$ cat src/design/emap_pkg.sv
// shared constants, register codes and beat types of the edge map downsampler
package emap_pkg;

  localparam int MAX_CELLS_PER_ROW = 2048;
  localparam int MAX_STEP          = 16;
  localparam int HEIGHT_LIMIT      = 2048;

  localparam int STEP_W  = 5;
  localparam int DIM_W   = 12;
  localparam int EDGE_W  = 8;
  localparam int COORD_W = 11;

  localparam int QUEUE_DEPTH = 4;
  localparam int OUT_DEPTH   = 8;

  localparam int APB_AW = 4;
  localparam int APB_DW = 32;

  localparam logic [STEP_W-1:0] DEF_BLOCK_STEP   = 5'd4;
  localparam logic [DIM_W-1:0]  DEF_IMAGE_WIDTH  = 12'd640;
  localparam logic [DIM_W-1:0]  DEF_IMAGE_HEIGHT = 12'd480;

  localparam logic [1:0] REG_BLOCK_STEP   = 2'd0;
  localparam logic [1:0] REG_IMAGE_WIDTH  = 2'd1;
  localparam logic [1:0] REG_IMAGE_HEIGHT = 2'd2;

  // one finished block segment, handed from front to back
  typedef struct packed {
    logic [COORD_W-1:0] y;
    logic               any;
    logic               row_first;
    logic               row_last;
    logic               last_row;
    logic               last_col;
  } seg_info_t;

  // per cell column: two finished block rows and the block row in progress
  typedef struct packed {
    logic older;
    logic prior;
    logic acc;
  } row_word_t;

  typedef struct packed {
    logic [COORD_W-1:0] out_row;
    logic [COORD_W-1:0] out_col;
    logic               boundary_bit;
    logic               frame_end;
  } res_t;

endpackage

$ cat src/design/emap_queue.sv
// short fifo of segment beats between front and back
module emap_queue #(
  parameter int W = 1
) (
  input  logic         clk,
  input  logic         rst,
  input  logic         push,
  input  logic [W-1:0] push_data,
  output logic         full,
  input  logic         pop,
  output logic [W-1:0] pop_data,
  output logic         empty
);

  localparam int DEPTH = emap_pkg::QUEUE_DEPTH;
  localparam int PW    = $clog2(DEPTH);
  localparam int CNTW  = $clog2(DEPTH + 1);

  logic [W-1:0]    slots [DEPTH];
  logic [PW-1:0]   wp, rp;
  logic [CNTW-1:0] count;

  assign full     = count == CNTW'(DEPTH);
  assign empty    = count == '0;
  assign pop_data = slots[rp];

  always_ff @(posedge clk) begin
    if (push) begin
      slots[wp] <= push_data;
    end
  end

  always_ff @(posedge clk) begin
    if (rst) begin
      wp    <= '0;
      rp    <= '0;
      count <= '0;
    end else begin
      wp    <= wp + PW'(push);
      rp    <= rp + PW'(pop);
      count <= count + CNTW'(push) - CNTW'(pop);
    end
  end

endmodule

$ cat config.mk
export PLATFORM = sky130hd
export DESIGN_NAME = emap_queue
export DESIGN_NICKNAME = d
export VERILOG_FILES = /design/src/design/emap_pkg.sv /design/src/design/emap_queue.sv
export SDC_FILE = /design/constraint.sdc
export NUM_CORES = 1
export LEC_CHECK = 0
export BUFFER_PORTS_ARGS = -buffer_cell sky130_fd_sc_hd__buf_2
export CAP_MARGIN = 10
export CORE_MARGIN = 4
export CORE_UTILIZATION = 35
export CTS_BUF_LIST = sky130_fd_sc_hd__clkbuf_8
export DETAILED_ROUTE_END_ITERATION = 8
export PLACE_DENSITY = 0.65
export SYNTH_ARGS = -nofsm -noshare
export SYNTH_HDL_FRONTEND = slang
export SYNTH_SLANG_ARGS = --single-unit
$ cat constraint.sdc
create_clock -name clk -period 1.85 [get_ports clk]
set_input_delay 0.0925 -clock clk [delete_from_list [all_inputs] [get_ports clk]]
set_output_delay 0.0925 -clock clk [all_outputs]
set_load 0.01 [all_outputs]
==> summary.md, run 1 <==
| Metric | Value |
|---|---|
| Total placed cells including tap cells | `60` |
| Final core occ | `45.0%` |
| Routed wl met2 | `about 280 um` |
| Buffers and inverters on the worst path | `2` |
| CP endpoint kind | `flip-flop` |
| Clock Latency Late Sink | `between 0.2 and 0.25 ns` |
| Pre-antenna DRT Iters | `3` |
| Worst slew margin | `between 80 and 90%` |
| Drt initial violations | `4` |
| TritonCTS clock tree | `done` |
| Initial antenna violation count | `0` |
| Pwr dens | `approximately 1200 nW/um2` |
| Slew at the pin with the worst max-slew slack | `~0.19 ns` |
| Synth area leader | `dfxtp_1` |
| H-Tree Depth | `1` |
| Non-Filler Instances | `64` |
| Switching part of the total | `a little under a quarter` |
| Die area | `2050 um2` |
| Post-route ant nets | `0` |
| Synth Instances | `38` |
| Crit path kind | `reg2reg` |
| Die height | `about 45 um` |
| FP Rows | `13` |
| Number of buffers created by CTS | `3` |
| First-pass GRT wire length | `910 um` |
| Dpl hpwl | `roughly 480 um` |
| Mean post-synth cell area | `approximately 13 um2` |
| GRT Overall Usage | `approximately 7%` |
| Critical path, cell by cell | `inv_1 -> ha_1 -> inv_1 -> ha_1 -> fa_1 -> xor3_1 -> nor2_1` |
| Worst Path Arrival | `~1.7 ns` |
| Routability cong. | `about 0.71` |
| Yosys cell types | `15` |
| Final nets | `60` |
| Total grt overflow | `0` |
| Share of cells above drive strength 1 | `22.4%` |
| Fmax achieved | `around 0.63 GHz` |
| # hold bufs at CTS | `0` |
| Area added between synthesis and finish | `20.3%` |
| Cell Int Power | `approximately 0.00052 W` |
| Post_cts resized | `0` |
| Clk sinks | `11` |
| DP Area | `541 um2` |
| CP top delay family | `adder cells` |
| Outcome | `complete, no violations` |
| Largest net degree at the start of global routing | `8` |
| Setup slack, reg-to-reg | `0.26 ns` |
| IO Port Bufs | `7` |
| Mapped Area | `just under 500 um2` |
| Final instance area | `approximately 600 um2` |
| Ys Warns | `0` |
| DRT Wirelength | `approximately 600 um` |
| Post-CTS Setup Repair Bufs | `0` |
| VDD IR-drop max | `0.000428 V` |
| Slowest stage cell on the critical path | `fa_1` |
| Clock root cell | `clkbuf_8` |
| Met1 wire length | `between 200 and 300 um` |
| Final Hold Vio Count | `0` |
| Switching Power | `0.000161 W` |
| Net Count, Synth | `between 40 and 50` |
| Crit path required time | `1.97 ns` |
| Initial Utilization | `between 30% and 40%` |
| N_diodes | `0` |
| Final setup TNS | `0 ns` |
| Skew final | `between 0.0002 and 0.0003 ns` |
| Most frequent cells in the layout | `dfxtp_1 (7), buf_2 (7), inv_1 (5)` |
| Avg Vias per Cell | `4.47` |
| Post-DR wirelength/cell | `9.28 um` |
| Final setup fails | `0` |
| CTS clk-pin slew, worst paths | `0.05 ns` |
| # IOs | `8` |
| RSZ-0062 raised after global routing | `no` |
| Synth top area cells | `dfxtp_1 (29%), edfxtp_1 (25%), ha_1 (10%)` |
| Post-synthesis sequential area ratio | `between 50% and 60%` |
| Comb pwr share | `22.1%` |
| Number of global-route vias before repair | `between 200 and 250` |
| Max-Cap Viols | `0` |
| DRC viols | `0` |
| Crit Path Max Fanout | `2` |
| Final min period | `~1.6 ns` |
| WL met3 | `28 um` |
| Worst-case clock buffer depth | `2` |
| Hold WS | `0.0767 ns` |
| Crit path largest cell delay | `roughly 0.36 ns` |
| Part of the cycle the worst path needs | `85.8%` |
| Max-slew violation count | `0` |
| Area of the core | `between 1000 and 1500 um2` |
| Die Wd | `45.3 um` |
| Flop pwr share | `between 40% and 50%` |
| Setup crit start kind | `flip-flop` |
| #FFs+latches synth | `11` |
| Clock power frac | `32.9%` |
| Top cell type's share of synthesized area | `between 20 and 30%` |
| Vias | `286` |
| LEAKAGE | `roughly 0.26 nW` |
| DR top layer | `met4` |
| Hold crit path type | `in2reg` |
worst paths after layout:
kind	end	start	cells past startpoint
min reg2reg	rp[1]	rp[1]	2
max	count[2]	count[0]	7
min	slots[1]	push_data	1
max reg2reg	count[2]	count[0]	7
logic make-up (layout without fill, tap and decap cells):
group                      after synthesis  count (layout)  synth area share (%)
buffers and inverters                    4              15                  3.08
muxes                                    1               1                  4.63
adders and majority gates                5               5                  14.4
xor gates and xnor gates                 3               3                  8.48
DFF                                     11              11                  53.5
and+or+nand+nor                         14              14                  15.9
cells in the mapped netlist:
cell,n
and3b_1,1
nand2_1,1
dfxtp_1,7
mux4_2,1
xnor2_1,2
fa_1,1
xor3_1,1
inv_1,4
nor3b_1,1
nor3_1,1
edfxtp_1,4
ha_1,4
nor2b_1,4
and3_1,2
nor2_1,4
final cells by class:
| cell class | instances | area [um2] |
|---|---|---|
| fill | 130 | 716 |
| sequential | 11 | 260 |
| multi-input combinational | 23 | 211 |
| clock buffer | 3 | 41.3 |
| timing repair buffer | 7 | 35.0 |
| tap | 15 | 18.8 |
| inverter | 4 | 15.0 |
| clock inverter | 1 | 3.75 |
worst register-to-register path: cells and delay by family, from the launching register on:
family / cells / cell delay (ns)
buffers and inverters: 2 / 0.10
and+or+nand+nor: 1 / 0.04
DFF: 1 / 0.33
xor gates and xnor gates: 1 / 0.20
adders and majority gates: 3 / 0.81
routing by layer:
layer,GRT usage (%),vias to the layer above
met4,8.77,0
met5,0,-
met3,2.39,2
li1,-,150
met1,7.52,128
met2,9.60,6
metrics by stage:
stage                     setup slack, ns  total power (W)
final                               0.262         0.000681
after global routing                0.192         0.000719
after CTS                           0.256         0.000695
after detailed placement            0.264         0.000463
after global placement              0.319         0.000459
after floorplan                     0.348         0.000421
registers in the layout (all words and copies together) (netlist names):
register / cells
count: 3
rp: 2
slots: 4
wp: 2
power by group through the flow:
stage               Clock [W]  Sequential (W)  Combinational [W]
floorplan                   0        0.000306           0.000115
detailed placement          0        0.000311           0.000152
finish               0.000224        0.000306           0.000151
global placement            0        0.000310           0.000149
global route         0.000244        0.000309           0.000166
CTS                  0.000236        0.000306           0.000153
Note: power is estimated with default switching activity, not from simulation.
==> run 2, diff against run 1 <==
Settings changed: BUFFER_PORTS_ARGS -buffer_cell sky130_fd_sc_hd__buf_2 to -buffer_cell sky130_fd_sc_hd__clkbuf_2.
==> summary.md, run 2 (same netlist as run 1, synthesis figures left out) <==
| Metric | Value |
|---|---|
| Switching part of the total | `24.0% (was 23.7%)` |
| Worst-case clock buffer depth | `2 (unchanged)` |
| Skew final | `0.000251 ns (was 0.000284 ns)` |
| Final nets | `60 (unchanged)` |
| RSZ-0062 raised after global routing | `no (unchanged)` |
| Initial antenna violation count | `0 (unchanged)` |
| Crit path kind | `reg2reg (unchanged)` |
| Share of cells above drive strength 1 | `22.4% (unchanged)` |
| Max reg flops | `4 (unchanged)` |
| Worst setup path start | `count[0] (unchanged)` |
| Final Hold Vio Count | `0 (unchanged)` |
| Reg2reg end | `count[2] (unchanged)` |
| Cell Int Power | `0.000519 W (was 0.000520 W)` |
| # hold bufs at CTS | `0 (unchanged)` |
| First-pass GRT wire length | `1.03 mm (was 910 um)` |
| Die area | `2050 um2 (unchanged)` |
| Final setup TNS | `0 ns (unchanged)` |
| Hold Startpoint | `push_data (unchanged)` |
| # IOs | `8 (unchanged)` |
| Initial Utilization | `37.4% (unchanged)` |
| Slew at the pin with the worst max-slew slack | `0.230 ns (was 0.193 ns)` |
| DRT Wirelength | `613 um (was 594 um)` |
| Pre-antenna DRT Iters | `4 (was 3)` |
| Crit Path Max Fanout | `2 (unchanged)` |
| Largest regs | `slots (4), count (3) (unchanged)` |
| Switching Power | `0.000164 W (was 0.000161 W)` |
| Hold WS | `0.0782 ns (was 0.0767 ns)` |
| Clock Latency Late Sink | `0.23 ns (about the same)` |
| Part of the cycle the worst path needs | `84.9% (was 85.8%)` |
| Worst setup endpoint | `count[2] (unchanged)` |
| Drt initial violations | `4 (unchanged)` |
| Worst Path Arrival | `1.69 ns (was 1.71 ns)` |
| Worst slew margin | `84.6% (was 87.1%)` |
| Clock power frac | `33.0% (was 32.9%)` |
| Comb pwr share | `22.1% (about the same)` |
| Total grt overflow | `0 (unchanged)` |
| Post-CTS Setup Repair Bufs | `0 (unchanged)` |
| Clk sinks | `11 (unchanged)` |
| Pwr dens | `1170 nW/um2 (was 1160 nW/um2)` |
| Post-DR wirelength/cell | `9.58 um (was 9.28 um)` |
| Flop pwr share | `44.9% (was 45.0%)` |
| Vias | `273 (was 286)` |
| Clock root cell | `clkbuf_8 (unchanged)` |
| Die Wd | `45.3 um (unchanged)` |
| Largest Register | `slots (unchanged)` |
| Max-Cap Viols | `0 (unchanged)` |
| FP Rows | `13 (unchanged)` |
| R2R cell count | `7 (unchanged)` |
| Max-slew violation count | `0 (unchanged)` |
| LEAKAGE | `0.265 nW (was 0.264 nW)` |
| Post-route ant nets | `0 (unchanged)` |
| Hold Path Depth | `1 (unchanged)` |
| IO Port Bufs | `7 (unchanged)` |
| Final min period | `1.57 ns (was 1.59 ns)` |
| Fmax achieved | `0.636 GHz (was 0.630 GHz)` |
| CTS clk-pin slew, worst paths | `0.05 ns (about the same)` |
| Post_cts resized | `0 (unchanged)` |
| Setup crit start kind | `flip-flop (unchanged)` |
| Avg Vias per Cell | `4.27 (was 4.47)` |
| Crit path required time | `1.97 ns (about the same)` |
| Final setup fails | `0 (unchanged)` |
| Final instance area | `586 um2 (unchanged)` |
| Die height | `45.3 um (unchanged)` |
| Routability cong. | `0.698 (was 0.708)` |
| Reg2reg start | `count[0] (unchanged)` |
| Outcome | `complete, no violations (unchanged)` |
| Hold crit path type | `in2reg (unchanged)` |
| Area added between synthesis and finish | `20.3% (unchanged)` |
| VDD IR-drop max | `0.000620 V (was 0.000428 V)` |
| Most frequent cells in the layout | `dfxtp_1 (7), clkbuf_2 (7), inv_1 (5) (was dfxtp_1 (7), buf_2 (7), inv_1 (5))` |
| GRT Overall Usage | `7.59% (was 7.02%)` |
| H-Tree Depth | `1 (unchanged)` |
| Setup slack, reg-to-reg | `0.28 ns (was 0.26 ns)` |
| DRC viols | `0 (unchanged)` |
| Layout fillers | `133 (was 130)` |
| TritonCTS clock tree | `done (unchanged)` |
| Largest net degree at the start of global routing | `8 (unchanged)` |
| CP endpoint kind | `flip-flop (unchanged)` |
| DP Area | `541 um2 (unchanged)` |
| N_diodes | `0 (unchanged)` |
| Area of the core | `1300 um2 (unchanged)` |
| Number of global-route vias before repair | `263 (was 249)` |
| Number of buffers created by CTS | `3 (unchanged)` |
run 2: per-layer routing:
| metal | vias up | track usage [%] | share of wire, % |
|---|---|---|---|
| met3 | 0 | 2.39 | 4.6 |
| li1 | 148 | - | - |
| met4 | 0 | 7.02 | 0 |
| met1 | 121 | 8.98 | 46 |
| met2 | 4 | 10.7 | 49 |
| met5 | - | 0 | 0 |
run 2: power by group through the flow:
stage / Sequential, W / Clock, W / Combinational [W]
floorplan: 0.000306 / 0 / 0.000115
global placement: 0.000310 / 0 / 0.000150
detailed placement: 0.000311 / 0 / 0.000153
CTS: 0.000307 / 0.000230 / 0.000154
global route: 0.000310 / 0.000250 / 0.000173
finish: 0.000307 / 0.000225 / 0.000151
run 2: worst min-delay path by stage:
stage,to
after floorplan,count[0]
after global placement,slots[1]
after detailed placement,slots[2]
after CTS,slots[2]
after global routing,slots[2]
final,slots[3]
run 2: worst max-delay path, stage by stage (launching register included):
cell     delay, ns
dfxtp_1       0.32
inv_1         0.05
ha_1          0.27
inv_1         0.04
ha_1          0.18
fa_1          0.37
xor3_1        0.20
nor2_1        0.04
run 2: area by class of cell:
type / instances / area, um2 / share of cell area [%]
inverters: 4 / 15.0 / 2.56
clock inverters: 1 / 3.75 / 0.641
multi-input cells: 23 / 211 / 36.1
flip-flops and latches: 11 / 260 / 44.4
well taps: 15 / 18.8 / 3.21
repair buffers: 7 / 35.0 / 5.98
clock buffers: 3 / 41.3 / 7.05
run 2: through the flow:
step / std cells / utilization, % / power (W) / setup slack [ns]
floorplan: 38 / - / 0.000421 / 0.348
global placement: 60 / 41.5 / 0.000460 / 0.302
detailed placement: 60 / 41.5 / 0.000464 / 0.275
CTS: 64 / 45.0 / 0.000691 / 0.269
global route: 64 / 45.0 / 0.000734 / 0.194
finish: 64 / 45.0 / 0.000683 / 0.279
