==> src/design/emap_pkg.sv <==
// shared constants, register codes and beat types of the edge map downsampler
package emap_pkg;

  localparam int MAX_CELLS_PER_ROW = 2048;
  localparam int MAX_STEP          = 16;
  localparam int HEIGHT_LIMIT      = 2048;

  localparam int STEP_W  = 5;
  localparam int DIM_W   = 12;
  localparam int EDGE_W  = 8;
  localparam int COORD_W = 11;

  localparam int QUEUE_DEPTH = 4;
  localparam int OUT_DEPTH   = 8;

  localparam int APB_AW = 4;
  localparam int APB_DW = 32;

  localparam logic [STEP_W-1:0] DEF_BLOCK_STEP   = 5'd4;
  localparam logic [DIM_W-1:0]  DEF_IMAGE_WIDTH  = 12'd640;
  localparam logic [DIM_W-1:0]  DEF_IMAGE_HEIGHT = 12'd480;

  localparam logic [1:0] REG_BLOCK_STEP   = 2'd0;
  localparam logic [1:0] REG_IMAGE_WIDTH  = 2'd1;
  localparam logic [1:0] REG_IMAGE_HEIGHT = 2'd2;

  // one finished block segment, handed from front to back
  typedef struct packed {
    logic [COORD_W-1:0] y;
    logic               any;
    logic               row_first;
    logic               row_last;
    logic               last_row;
    logic               last_col;
  } seg_info_t;

  // per cell column: two finished block rows and the block row in progress
  typedef struct packed {
    logic older;
    logic prior;
    logic acc;
  } row_word_t;

  typedef struct packed {
    logic [COORD_W-1:0] out_row;
    logic [COORD_W-1:0] out_col;
    logic               boundary_bit;
    logic               frame_end;
  } res_t;

endpackage

==> src/design/emap_front.sv <==
// front end: raster position tracking, block segment OR and classification
module emap_front #(
  parameter int MAX_CELLS_PER_ROW = emap_pkg::MAX_CELLS_PER_ROW,
  parameter int MAX_STEP          = emap_pkg::MAX_STEP
) (
  input  logic                                  clk,
  input  logic                                  rst,
  input  logic                                  restart,
  input  logic [$clog2(MAX_STEP+1)-1:0]         s_eff,
  input  logic [emap_pkg::DIM_W-1:0]            w_eff,
  input  logic [emap_pkg::DIM_W-1:0]            h_eff,
  input  logic                                  in_fire,
  input  logic [emap_pkg::EDGE_W-1:0]           edge_value,
  input  logic                                  frame_start,
  output logic                                  push,
  output logic [$clog2(MAX_CELLS_PER_ROW)-1:0]  push_x,
  output emap_pkg::seg_info_t                   push_info
);

  localparam int XW  = $clog2(MAX_CELLS_PER_ROW);
  localparam int SEW = $clog2(MAX_STEP + 1);
  localparam int SW  = $clog2(MAX_STEP);
  localparam int DW  = emap_pkg::DIM_W;
  localparam int AW  = DW + 2;
  localparam int CW  = emap_pkg::COORD_W;

  logic [DW-1:0] pixel_col, pixel_col_next;
  logic [DW-1:0] pixel_row, pixel_row_next;
  logic [SW-1:0] step_col, step_col_next;
  logic [SW-1:0] step_row, step_row_next;
  logic [XW-1:0] cell_col, cell_col_next;
  logic [CW-1:0] cell_row, cell_row_next;
  logic [DW-1:0] col_base, col_base_next;
  logic [DW-1:0] row_base, row_base_next;
  logic          seg_or, seg_or_next;

  logic [DW-1:0]    pc, pr, cb, rb;
  logic [SW-1:0]    sc, sr;
  logic [XW-1:0]    cc;
  logic [CW-1:0]    cr;
  logic [AW-1:0]    s_ext, w_ext, h_ext, cb_ext, rb_ext;
  logic [SEW:0]     sc_inc, sr_inc, s_cmp;
  logic [DW:0]      pc_inc, pr_inc;
  logic             in_col, in_row, last_col, last_row, seg_end, any;

  // frame start takes this pixel as position zero
  always_comb begin
    pc = frame_start ? '0 : pixel_col;
    pr = frame_start ? '0 : pixel_row;
    sc = frame_start ? '0 : step_col;
    sr = frame_start ? '0 : step_row;
    cc = frame_start ? '0 : cell_col;
    cr = frame_start ? '0 : cell_row;
    cb = frame_start ? '0 : col_base;
    rb = frame_start ? '0 : row_base;
  end

  always_comb begin
    s_ext    = AW'(s_eff);
    w_ext    = AW'(w_eff);
    h_ext    = AW'(h_eff);
    cb_ext   = AW'(cb);
    rb_ext   = AW'(rb);
    s_cmp    = (SEW+1)'(s_eff);
    sc_inc   = (SEW+1)'(sc) + (SEW+1)'(1);
    sr_inc   = (SEW+1)'(sr) + (SEW+1)'(1);
    pc_inc   = (DW+1)'(pc) + (DW+1)'(1);
    pr_inc   = (DW+1)'(pr) + (DW+1)'(1);
    in_col   = (cb_ext + s_ext) <= w_ext;
    in_row   = (rb_ext + s_ext) <= h_ext;
    last_col = (cb_ext + (s_ext << 1)) > w_ext;
    last_row = (rb_ext + (s_ext << 1)) > h_ext;
    seg_end  = sc_inc == s_cmp;
    any      = ((sc != '0) & seg_or) | (edge_value != '0);
  end

  always_comb begin
    push                = in_fire && in_col && in_row && seg_end;
    push_x              = cc;
    push_info.y         = cr;
    push_info.any       = any;
    push_info.row_first = sr == '0;
    push_info.row_last  = sr_inc == s_cmp;
    push_info.last_row  = last_row;
    push_info.last_col  = last_col;
  end

  always_comb begin
    pixel_col_next = pixel_col;
    pixel_row_next = pixel_row;
    step_col_next  = step_col;
    step_row_next  = step_row;
    cell_col_next  = cell_col;
    cell_row_next  = cell_row;
    col_base_next  = col_base;
    row_base_next  = row_base;
    seg_or_next    = seg_or;
    if (restart) begin
      pixel_col_next = '0;
      pixel_row_next = '0;
      step_col_next  = '0;
      step_row_next  = '0;
      cell_col_next  = '0;
      cell_row_next  = '0;
      col_base_next  = '0;
      row_base_next  = '0;
      seg_or_next    = 1'b0;
    end else if (in_fire) begin
      pixel_col_next = DW'(pc_inc);
      pixel_row_next = pr;
      step_col_next  = SW'(sc_inc);
      step_row_next  = sr;
      cell_col_next  = cc;
      cell_row_next  = cr;
      col_base_next  = cb;
      row_base_next  = rb;
      seg_or_next    = any;
      if (sc_inc >= s_cmp) begin
        step_col_next = '0;
        cell_col_next = cc + 1'b1;
        col_base_next = DW'(cb_ext + s_ext);
      end
      if (pc_inc >= (DW+1)'(w_eff)) begin
        pixel_col_next = '0;
        step_col_next  = '0;
        cell_col_next  = '0;
        col_base_next  = '0;
        pixel_row_next = DW'(pr_inc);
        step_row_next  = SW'(sr_inc);
        if (sr_inc >= s_cmp) begin
          step_row_next = '0;
          cell_row_next = cr + 1'b1;
          row_base_next = DW'(rb_ext + s_ext);
        end
        if (pr_inc >= (DW+1)'(h_eff)) begin
          pixel_row_next = '0;
          step_row_next  = '0;
          cell_row_next  = '0;
          row_base_next  = '0;
        end
      end
    end
  end

  always_ff @(posedge clk) begin
    if (rst) begin
      pixel_col <= '0;
      pixel_row <= '0;
      step_col  <= '0;
      step_row  <= '0;
      cell_col  <= '0;
      cell_row  <= '0;
      col_base  <= '0;
      row_base  <= '0;
      seg_or    <= 1'b0;
    end else begin
      pixel_col <= pixel_col_next;
      pixel_row <= pixel_row_next;
      step_col  <= step_col_next;
      step_row  <= step_row_next;
      cell_col  <= cell_col_next;
      cell_row  <= cell_row_next;
      col_base  <= col_base_next;
      row_base  <= row_base_next;
      seg_or    <= seg_or_next;
    end
  end

endmodule

==> config.mk <==
export PLATFORM = sky130hd
export DESIGN_NAME = emap_front
export DESIGN_NICKNAME = d
export VERILOG_FILES = /design/src/design/emap_pkg.sv /design/src/design/emap_front.sv
export SDC_FILE = /design/constraint.sdc
export NUM_CORES = 1
export LEC_CHECK = 0
export BUFFER_PORTS_ARGS = -buffer_cell sky130_fd_sc_hd__buf_2
export CORE_MARGIN = 1
export CORE_UTILIZATION = 48
export CTS_CLUSTER_DIAMETER = 30
export DETAILED_ROUTE_END_ITERATION = 6
export GPL_TIMING_DRIVEN = 0
export PLACE_DENSITY = 0.66
export SYNTH_ARGS = -nofsm -noshare
export SYNTH_HDL_FRONTEND = slang
export SYNTH_SLANG_ARGS = --single-unit
==> constraint.sdc <==
create_clock -name clk -period 14 [get_ports clk]
set_clock_uncertainty 0.05 [all_clocks]
set_input_delay 2.8 -clock clk [delete_from_list [all_inputs] [get_ports clk]]
set_output_delay 2.8 -clock clk [all_outputs]
set_load 0.05 [all_outputs]
==> out/metrics.cfg, run 1 <==
[route]
wl_per_cell_um=19.02
antenna_left=0
num_vias=8143
vias_per_cell=6.132
wl_mm=25.25
drc_errors=0
drt_pass1_iterations=5
first_iter_violations=820

[pwr]
pwr-share-seq=0.407
power_uw=554.7
ir_drop_mv=0.05717
switching_share=0.2954
power_density_mw_per_mm2=62.91
power_frac_clock=0.447
p_leak_uw=0.003721
switching_power_uw=163.8
p_int_uw=390.8
combPwrFrac=0.146

[logic_synthesis]
ys_types=78
synth_top_area_share=0.2000
syn_nets=1174
synth_flop_cell=dfxtp_1
yosysWarnings=0
synth-async-reset-ratio=0
synth_seq_cells=79
synth_edf_count=0
netlist_area_mm2=0.007909
syn_inst=1028
ys_seq_area_frac=0.2000
yosys-top-cells-area=dfxtp_1 20%, ha_1 16%, nand2_1 4.4%
synth_top_area_cell=dfxtp_1
syn_area_per_cell_um2=7.693

[sta]
finalHoldViolCount=0
setup_viol=0
min_period_ns=12.07
slew_violations=0
relSlewSlack=0.2643
setup_tns_ns=0
max_freq_ghz=0.08282
period_share=0.8624
rsz0062_at_grt=no
tightest_slew_ns=1.097

[cells_and_area]
finalNonFillerCells=1328
nNetsFinal=1253
n_antenna_cell=0
utilization=0.5511
layout-drive-gt1-share=0.1133
syn2layout_area_growth_pct=11.49

[die]
rows=46
start_util=0.4943
core_area_mm2=0.01600
die_h_um=130.4
die_w_um=130.4
die_area_mm2=0.01699
io_pins=70

[setup_path]
crit_type=in2out
r2r_cells=13
start_kind=input port
crit_required_ns=11.15
crit_arrival_ns=9.22
path_cells=buf_2, clkbuf_2, buf_2, buf_2, clkbuf_1, buf_1, nor2b_1, ha_1, ha_1, a21o_1, o221ai_1, o21bai_1, a21oi_1, or3_1, a21oi_1, ha_1, a21o_1, a21o_1, a21o_1, o311ai_0, a21oi_1, nor4_1, buf_2
cp_slowest_stage_delay_ns=0.70
cp_max_fo=10
cp_slowest_cell=buf_1
end_kind=primary output

[run]
maxCapViolCount=0

[placement]
portBuffers=68
dp_hpwl_mm=19.35
gp_congestion=0.9154
dp_cells=1312

[clocking]
tritoncts=built
path_clk_slew_ns=0.07
htree_num_levels=3
cts_root_buf=clkbuf_16
clkLatencyLatePin_ns=0.35
clockBufferDepth=2
numClockSinks=79
cts-resized-gates=0
cts_buffers=9
cts_setup_buffers=0
postCtsHoldBufs=0

[run_status]
status=completed

[global_route]
grt_max_degree=15
antenna_found_initial=0
gr-total-overflow=0
grt_pass1_vias=7364
grt_use_total=0.3087
grt_first_pass_wirelength_mm=39.83

[worst_hold_path]
whs_path_depth=2
holdCritPathClass=reg2reg

area by class of cell:
| type | count | area, um2 |
|---|---|---|
| buffer | 51 | 229.0 |
| clock buffer | 10 | 229.0 |
| clock inverter | 6 | 68.82 |
| fill | 1630 | 7183 |
| inverter | 52 | 195.2 |
| multi-input combinational | 846 | 5903 |
| sequential | 79 | 1582 |
| tap | 216 | 270.3 |
| timing repair buffer | 68 | 340.3 |
worst max-delay path, delay by kind of cell:
family / cells / cell delay (ns)
AO/OA/AOI/OAI: 10 / 1.87
adder cells (fa/ha/maj): 3 / 0.76
buffers and inverters: 7 / 3.07
AND/OR/NAND/NOR: 3 / 0.71
metal layers:
metal | track usage | part of all wire
met5 | 0 | 0
met3 | 0.04100 | 0.072
met4 | 0.1062 | 0.023
met1 | 0.4424 | 0.48
met2 | 0.4725 | 0.43
power by group through the flow:
stage          combinational, uW  clock [uW]  sequential [uW]
2_1_floorplan               48.9           0              231
4_1_cts                     80.0         249              226
6_report                    81.1         248              226
3_5_place_dp                79.5           0              231
5_1_grt                     89.4         258              225
3_3_place_gp                78.6           0              231
Yosys cell counts, types with 7 or more instances:
cell type	n
o22ai_1	10
a21o_1	17
nand3_1	60
nand2_1	92
nor2b_1	47
a32o_1	11
and3_1	16
xnor2_1	39
or3_1	9
a31oi_1	9
nand3b_1	7
o21ai_0	42
xor2_1	21
mux2i_1	8
nor2_1	77
inv_1	52
clkbuf_1	26
o32ai_1	10
dfxtp_1	79
nor4_1	11
or2_2	10
a211oi_1	7
a22oi_1	9
buf_2	14
nand4_1	25
a21oi_1	65
nor3_1	17
ha_1	104
o21a_1	7
and2_1	8
sequential cells by signal (all words and copies together) (netlist names):
name	count
cell_col	11
cell_row	11
col_base	12
pixel_col	12
pixel_row	12
row_base	12
seg_or	1
step_col	4
step_row	4
cells in the final DEF (no fill, tap or decap), drive strengths merged, types with 5 or more instances in the layout:
cell type and instances:
o22ai 11, dfxtp 79, nor2b 47, o32ai 10, and2 9, nand4 25, a21oi 65, a31oi 9
or3 9, clkbuf 37, o21ai 44, o221ai 6, o21a 7, a21o 17, nor4 13, mux2i 8
o31ai 5, a22oi 9, nand3b 7, or2 10, inv 54, and3 16, nor2 77, and4 6
buf 92, xnor2 39, nand3 61, a211oi 8, o21bai 5, ha 104, a2111oi 6, a32o 11
nand2 92, o2111ai 6, nor3 18, o211ai 5, xor2 21, and3b 6
final timing paths:
path	from	end	slack, ns
setup reg to reg	pixel_col[0]	col_base[7]	9.45
hold / removal	cell_col[0]	cell_col[0]	0.41
setup / recovery	frame_start	push	1.93
hold reg to reg	cell_col[0]	cell_col[0]	0.41
per-stage QoR:
| stage | hold WS (ns) | setup slack (ns) | cell area (um2) |
|---|---|---|---|
| 6_report | 0.4118 | 1.926 | 8817 |
| 4_1_cts | 0.4176 | 2.156 | 8817 |
| 3_5_place_dp | 0.4076 | 2.172 | 8519 |
| 2_1_floorplan | 0.3816 | 3.287 | 7909 |
| 3_3_place_gp | 0.3992 | 2.158 | 8519 |
| 5_1_grt | 0.4436 | 1.682 | 8817 |
kinds of logic after synthesis:
logic type,count (synthesis),synth area share
simple gates,414,0.2737
mux,10,0.01297
fa+ha+maj,105,0.1658
flops,79,0.2000
compound gates,257,0.2275
xor+xnor,60,0.06645
buf+inv,103,0.05363
Power figures use the tool's default switching activity.
==> run 2: changes to the inputs <==
Settings changed: PLACE_DENSITY 0.66 to 0.69, SLEW_MARGIN from default to 30.
Clock period 14 ns to 9.9 ns, I/O delays scaled along.
==> run 2 against run 1 <==
Design area is 0.41% higher; critical path type unchanged; die area unchanged; non-clock buffer count down 1; count of clock-buffer cells in the layout up 1; worst setup slack got worse by 1.6 ns; core utilization up 0.23 points; first-iteration DRC count down 23%; register-to-register slack worse by 4.0 ns; critical path depth fell by 2; global-route usage shrank 0.48 points; flip-flop and latch count stayed put.
==> out/metrics.cfg, run 2 (same netlist as run 1, synthesis figures left out) <==
[die]
core_area_mm2=0.01600  ; unchanged
die_w_um=130.4  ; unchanged
io_pins=70  ; unchanged
die_h_um=130.4  ; unchanged
start_util=0.4943  ; unchanged
die_area_mm2=0.01699  ; unchanged
rows=46  ; unchanged

[clocking]
cts_root_buf=clkbuf_16  ; unchanged
tritoncts=built  ; unchanged
htree_num_levels=3  ; unchanged
postCtsHoldBufs=0  ; unchanged
numClockSinks=79  ; unchanged
cts_buffers=9  ; unchanged
clockBufferDepth=2  ; unchanged
clkLatencyLatePin_ns=0.35  ; about the same
path_clk_slew_ns=0.06  ; was 0.07 ns

[placement]
dp_hpwl_mm=19.09  ; was 19.35 mm
gp_congestion=0.9229  ; was 0.9154
dp_cells=1312  ; unchanged
post-place-ws_ns=-0.1303  ; was 2.172 ns
portBuffers=68  ; unchanged

[setup_path]
start_kind=input port  ; unchanged
end_kind=primary output  ; unchanged
crit_required_ns=7.87  ; was 11.15 ns
crit_arrival_ns=7.50  ; was 9.22 ns
crit_type=in2out  ; unchanged
cp_max_fo=10  ; unchanged

[route]
first_iter_violations=632  ; was 820
drt_pass1_iterations=5  ; unchanged
wl_mm=24.75  ; was 25.25 mm
vias_per_cell=6.199  ; was 6.132
num_vias=8226  ; was 8143
antenna_left=0  ; unchanged
drc_errors=0  ; unchanged
wl_per_cell_um=18.65  ; was 19.02 um

[sta]
slew_violations=0  ; unchanged
setup_viol=0  ; unchanged
fin_ws_ns=0.3679  ; was 1.926 ns
period_share=0.9628
max_freq_ghz=0.1049
finalHoldViolCount=0  ; unchanged
tightest_slew_ns=0.9142  ; was 1.097 ns
relSlewSlack=0.3883  ; was 0.2643
hold_ws_ns=0.4103  ; was 0.4118 ns
min_period_ns=9.532
rsz0062_at_grt=no  ; unchanged

[run]
maxCapViolCount=0  ; unchanged

[cells_and_area]
syn2layout_area_growth_pct=11.94  ; was 11.49%
layout-drive-gt1-share=0.1170  ; was 0.1133
nNetsFinal=1252  ; was 1253
finalNonFillerCells=1327  ; was 1328
utilization=0.5533  ; was 0.5511
layout_commonest_cell=ha_1  ; unchanged
layout_common_cells=104 x ha_1, 92 x nand2_1, 83 x buf_2  ; was 104 x ha_1, 92 x nand2_1, 82 x buf_2
nFillCells=1610  ; was 1630
n_antenna_cell=0  ; unchanged

[pwr]
power_density_mw_per_mm2=91.08  ; was 62.91 mW/mm2
ir_drop_mv=0.06811  ; was 0.05717 mV
p_leak_uw=0.003742  ; was 0.003721 uW
power_uw=806.4  ; was 554.7 uW

[global_route]
gr-total-overflow=0  ; unchanged
grt_max_degree=14  ; was 15
antenna_found_initial=0  ; unchanged
grt_pass1_vias=7399  ; was 7364
grt_use_total=0.3040  ; was 0.3087
grt_first_pass_wirelength_mm=39.54  ; was 39.83 mm

[run_status]
status=completed  ; unchanged

[worst_hold_path]
holdCritPathClass=reg2reg  ; unchanged

-- run 2: final cells by class --
class                           count  area, um2  area share
Multi-Input combinational cell    846       5908      0.6673
Inverter                           52      195.2     0.02205
Sequential cell                    79       1582      0.1786
Timing Repair Buffer               68      340.3     0.03844
Clock inverter                      5      81.33    0.009186
Buffer                             50      234.0     0.02643
Clock buffer                       11      242.7     0.02742
Tap cell                          216      270.3     0.03053
-- run 2: per-layer routing --
metal | part of all wire | wire, um | vias to the layer above | track usage
li1 | - | - | 3970 | -
met3 | 0.086 | 2140 | 48 | 0.06150
met5 | 0 | 0 | - | 0
met2 | 0.43 | 10750 | 345 | 0.4681
met4 | 0.020 | 505 | 0 | 0.08249
met1 | 0.46 | 11350 | 3863 | 0.4281
-- run 2: path summary, 6_finish.rpt --
kind	from	endpoint	slack [ns]	cells past startpoint
worst max-delay path	frame_start	push	0.37	21
worst min-delay path	cell_col[0]	cell_col[0]	0.41	2
worst max register to register	pixel_row[0]	row_base[8]	5.41	15
worst min register to register	cell_col[0]	cell_col[0]	0.41	2
-- run 2: worst max-delay path, stage by stage --
cell	delay, ns
buf_2	0.17
clkbuf_2	0.29
buf_2	0.29
inv_1	0.12
buf_2	0.31
buf_2	0.40
clkbuf_4	0.37
nand2_1	0.14
xnor2_1	0.16
ha_1	0.21
a21oi_1	0.06
or4_1	0.60
o211ai_2	0.43
nand3_1	0.15
xnor2_1	0.27
ha_1	0.29
and3_1	0.17
o311ai_0	0.11
a31oi_1	0.20
nor4_1	0.42
buf_2	0.35
-- run 2: per-stage QoR --
step	area, um2	TNS [ns]
finish	8853	0
global route	8853	0
CTS	8851	0
detailed placement	8524	-0.1303
global placement	8519	-0.2029
floorplan	7909	0
-- run 2: power breakdown --
group / internal, uW / switching [uW] / leakage (uW)
combinational: 36.8 / 77.1 / 0.00295
sequential: 319 / 0.528 / 0.000636
clock: 228 / 145 / 0.000156
-- run 2: repair_timing --
action,CTS,global route
gates cloned,0,0
setup endpoints to repair,1,1
setup buffers,0,0
resized for setup,2,5
==> run 3: changes to the inputs <==
Settings changed: CORE_ASPECT_RATIO from default to 0.5.
==> run 3 against run 2 <==
Worst hold slack worse by 0.0089 ns; wire length is 5.9% higher; flip-flop and latch count stayed put; design area is 0.16% lower; fmax is 0.56% lower; sequential power hardly changed; register-to-register slack better by 0.10 ns; core utilization is 0.85 points higher; sequential share of layout area hardly changed; non-clock buffer count stayed put.
==> out/metrics.cfg, run 3 (same netlist as run 1, synthesis figures left out) <==
[cells_and_area]
nFillCells=1501  ; was 1610
layout_commonest_cell=ha_1  ; unchanged
utilization=0.5618  ; was 0.5533
n_antenna_cell=0  ; unchanged
nNetsFinal=1252  ; unchanged
layout-drive-gt1-share=0.1171  ; was 0.1170
syn2layout_area_growth_pct=11.77  ; was 11.94%
layout_common_cells=104 x ha_1, 92 x nand2_1, 83 x buf_2  ; unchanged

[setup_path]
end_kind=primary output  ; unchanged
cp_slowest_cell=or4_1  ; unchanged
cp_slowest_stage_delay_ns=0.58  ; was 0.60 ns
r2r_cells=15  ; unchanged
path_delay_family=buffers and inverters  ; unchanged
crit_arrival_ns=7.56  ; was 7.50 ns
reg2reg_slack_ns=5.51  ; was 5.41 ns
path_cells=buf_2, clkbuf_2, buf_2, inv_1, buf_2, clkbuf_2, clkbuf_2, nand2_1, xnor2_1, ha_1, a21boi_0, or4_1, o211ai_2, nand2_1, xnor2_1, ha_1, and4_1, nand3_1, o22ai_1, a31oi_1, nor4_1, buf_2  ; was buf_2, clkbuf_2, buf_2, inv_1, buf_2, buf_2, clkbuf_4, nand2_1, xnor2_1, ha_1, a21oi_1, or4_1, o211ai_2, nand3_1, xnor2_1, ha_1, and3_1, o311ai_0, a31oi_1, nor4_1, buf_2
crit_top_cell=buf_2  ; unchanged
cp-endpoint=push  ; unchanged
cp_max_fo=10  ; unchanged
r2r_end=row_base[8]  ; unchanged
cp_num_buf_inv=8  ; unchanged
cp.depth=22  ; was 21
r2r-start=pixel_row[0]  ; unchanged
crit_type=in2out  ; unchanged
startpoint=frame_start  ; unchanged
start_kind=input port  ; unchanged
crit_required_ns=7.87  ; about the same

[route]
wl_met3_mm=2.377  ; was 2.140 mm
antenna_left=0  ; unchanged
wl_met2_mm=10.75  ; about the same
vias_per_cell=6.222  ; was 6.199
first_iter_violations=756  ; was 632
num_vias=8282  ; was 8226
drt_pass1_iterations=5  ; unchanged
highest_layer=met4  ; unchanged
drc_errors=0  ; unchanged
wl_per_cell_um=19.69  ; was 18.65 um
m1WireLength_mm=12.40  ; was 11.35 mm
wl_mm=26.21  ; was 24.75 mm

[sta]
setup_viol=0  ; unchanged
hold_ws_ns=0.4014  ; was 0.4103 ns
relSlewSlack=0.3983  ; was 0.3883
setup_tns_ns=0  ; unchanged
rsz0062_at_grt=no  ; unchanged
tightest_slew_ns=0.8972  ; was 0.9142 ns
period_share=0.9683  ; was 0.9628
slew_violations=0  ; unchanged
min_period_ns=9.586  ; was 9.532 ns
finalHoldViolCount=0  ; unchanged
max_freq_ghz=0.1043  ; was 0.1049 GHz

[pwr]
p_leak_uw=0.003741  ; was 0.003742 uW
power_uw=806.6  ; was 806.4 uW
ir_drop_mv=0.08505  ; was 0.06811 mV
power_density_mw_per_mm2=91.24  ; was 91.08 mW/mm2

[clocking]
numClockSinks=79  ; unchanged
cts_root_buf=clkbuf_16  ; unchanged
cts_setup_buffers=0  ; unchanged
tritoncts=built  ; unchanged
cts_buffers=9  ; unchanged
postCtsHoldBufs=0  ; unchanged
htree_num_levels=3  ; unchanged
path_clk_slew_ns=0.07  ; was 0.06 ns
clockBufferDepth=2  ; unchanged
clkLatencyLatePin_ns=0.35  ; about the same

[placement]
dp_hpwl_mm=20.08  ; was 19.09 mm
gp_congestion=0.9565  ; was 0.9229
portBuffers=68  ; unchanged

[die]
rows=32  ; was 46
die_h_um=92.77  ; was 130.4 um
die_w_um=183.5  ; was 130.4 um
die_area_mm2=0.01703  ; was 0.01699 mm2
io_pins=70  ; unchanged
start_util=0.5026  ; was 0.4943
core_area_mm2=0.01574  ; was 0.01600 mm2

[global_route]
grt_first_pass_wirelength_mm=41.35  ; was 39.54 mm
gr-total-overflow=0  ; unchanged
grt_pass1_vias=7682  ; was 7399
grt_max_degree=20  ; was 14
antenna_found_initial=0  ; unchanged
grt_use_total=0.3145  ; was 0.3040

[worst_hold_path]
holdCritPathClass=reg2reg  ; unchanged

[run]
maxCapViolCount=0  ; unchanged

[run_status]
status=completed  ; unchanged

==> run 3: stage by stage <==
stage                     setup slack, ns  instance area [um2]  std cells
after global routing              0.08688                 8840       1331
after detailed placement          -0.2883                 8531       1317
final                              0.3140                 8840       1331
after CTS                          0.1672                 8838       1331
after global placement            -0.2162                 8526       1317
after floorplan                    0.8271                 7909       1028
==> run 3: worst register-to-register path: stages, from the launching register on <==
cell,delay [ns]
dfxtp_1,0.35
nor2b_1,0.33
ha_1,0.26
nand3_1,0.19
nor2_1,0.36
nand3_1,0.15
xor2_1,0.16
nor2_1,0.16
ha_1,0.31
a21o_1,0.17
a21o_1,0.17
a211o_1,0.34
or2_2,0.32
clkbuf_1,0.19
nor3_2,0.58
a32o_1,0.25
==> run 3: final cells by class <==
cell class,instances,area (um2),share of cell area
repair buffers,68,340.3,0.03850
plain buffers,50,229.0,0.02590
well taps,221,276.5,0.03128
multi-input cells,846,5908,0.6684
flip-flops and latches,79,1582,0.1789
clock buffers,9,225.2,0.02548
clock inverters,6,83.83,0.009483
inverters,52,195.2,0.02208
==> run 3: report_power, final <==
part	internal, uW	total (uW)	switching (uW)	leakage, uW
Clock	219	371	151	0.000155
Combinational	37.1	117	79.9	0.00295
Sequential	318	319	0.580	0.000636
==> run 3: how the worst min path moves through the flow <==
stage | startpoint | endpoint | slack, ns | depth (start not counted)
6_report | cell_col[10] | cell_col[10] | 0.40 | 1
5_1_grt | cell_col[10] | cell_col[10] | 0.43 | 1
4_1_cts | cell_col[10] | cell_col[10] | 0.40 | 1
3_5_place_dp | cell_col[10] | cell_col[10] | 0.40 | 1
3_3_place_gp | cell_col[10] | cell_col[10] | 0.39 | 1
2_1_floorplan | cell_col[10] | cell_col[10] | 0.38 | 1
==> run 3: what timing repair did <==
action,CTS,global route
cloned,0,0
resized for setup,2,1
endpoints found under the setup margin,1,1
==> run 3: metal layers <==
metal | vias to the layer above | track usage
li1 | 3968 | -
met1 | 3905 | 0.4408
met2 | 363 | 0.4684
met3 | 46 | 0.07118
met4 | 0 | 0.1090
met5 | - | 0
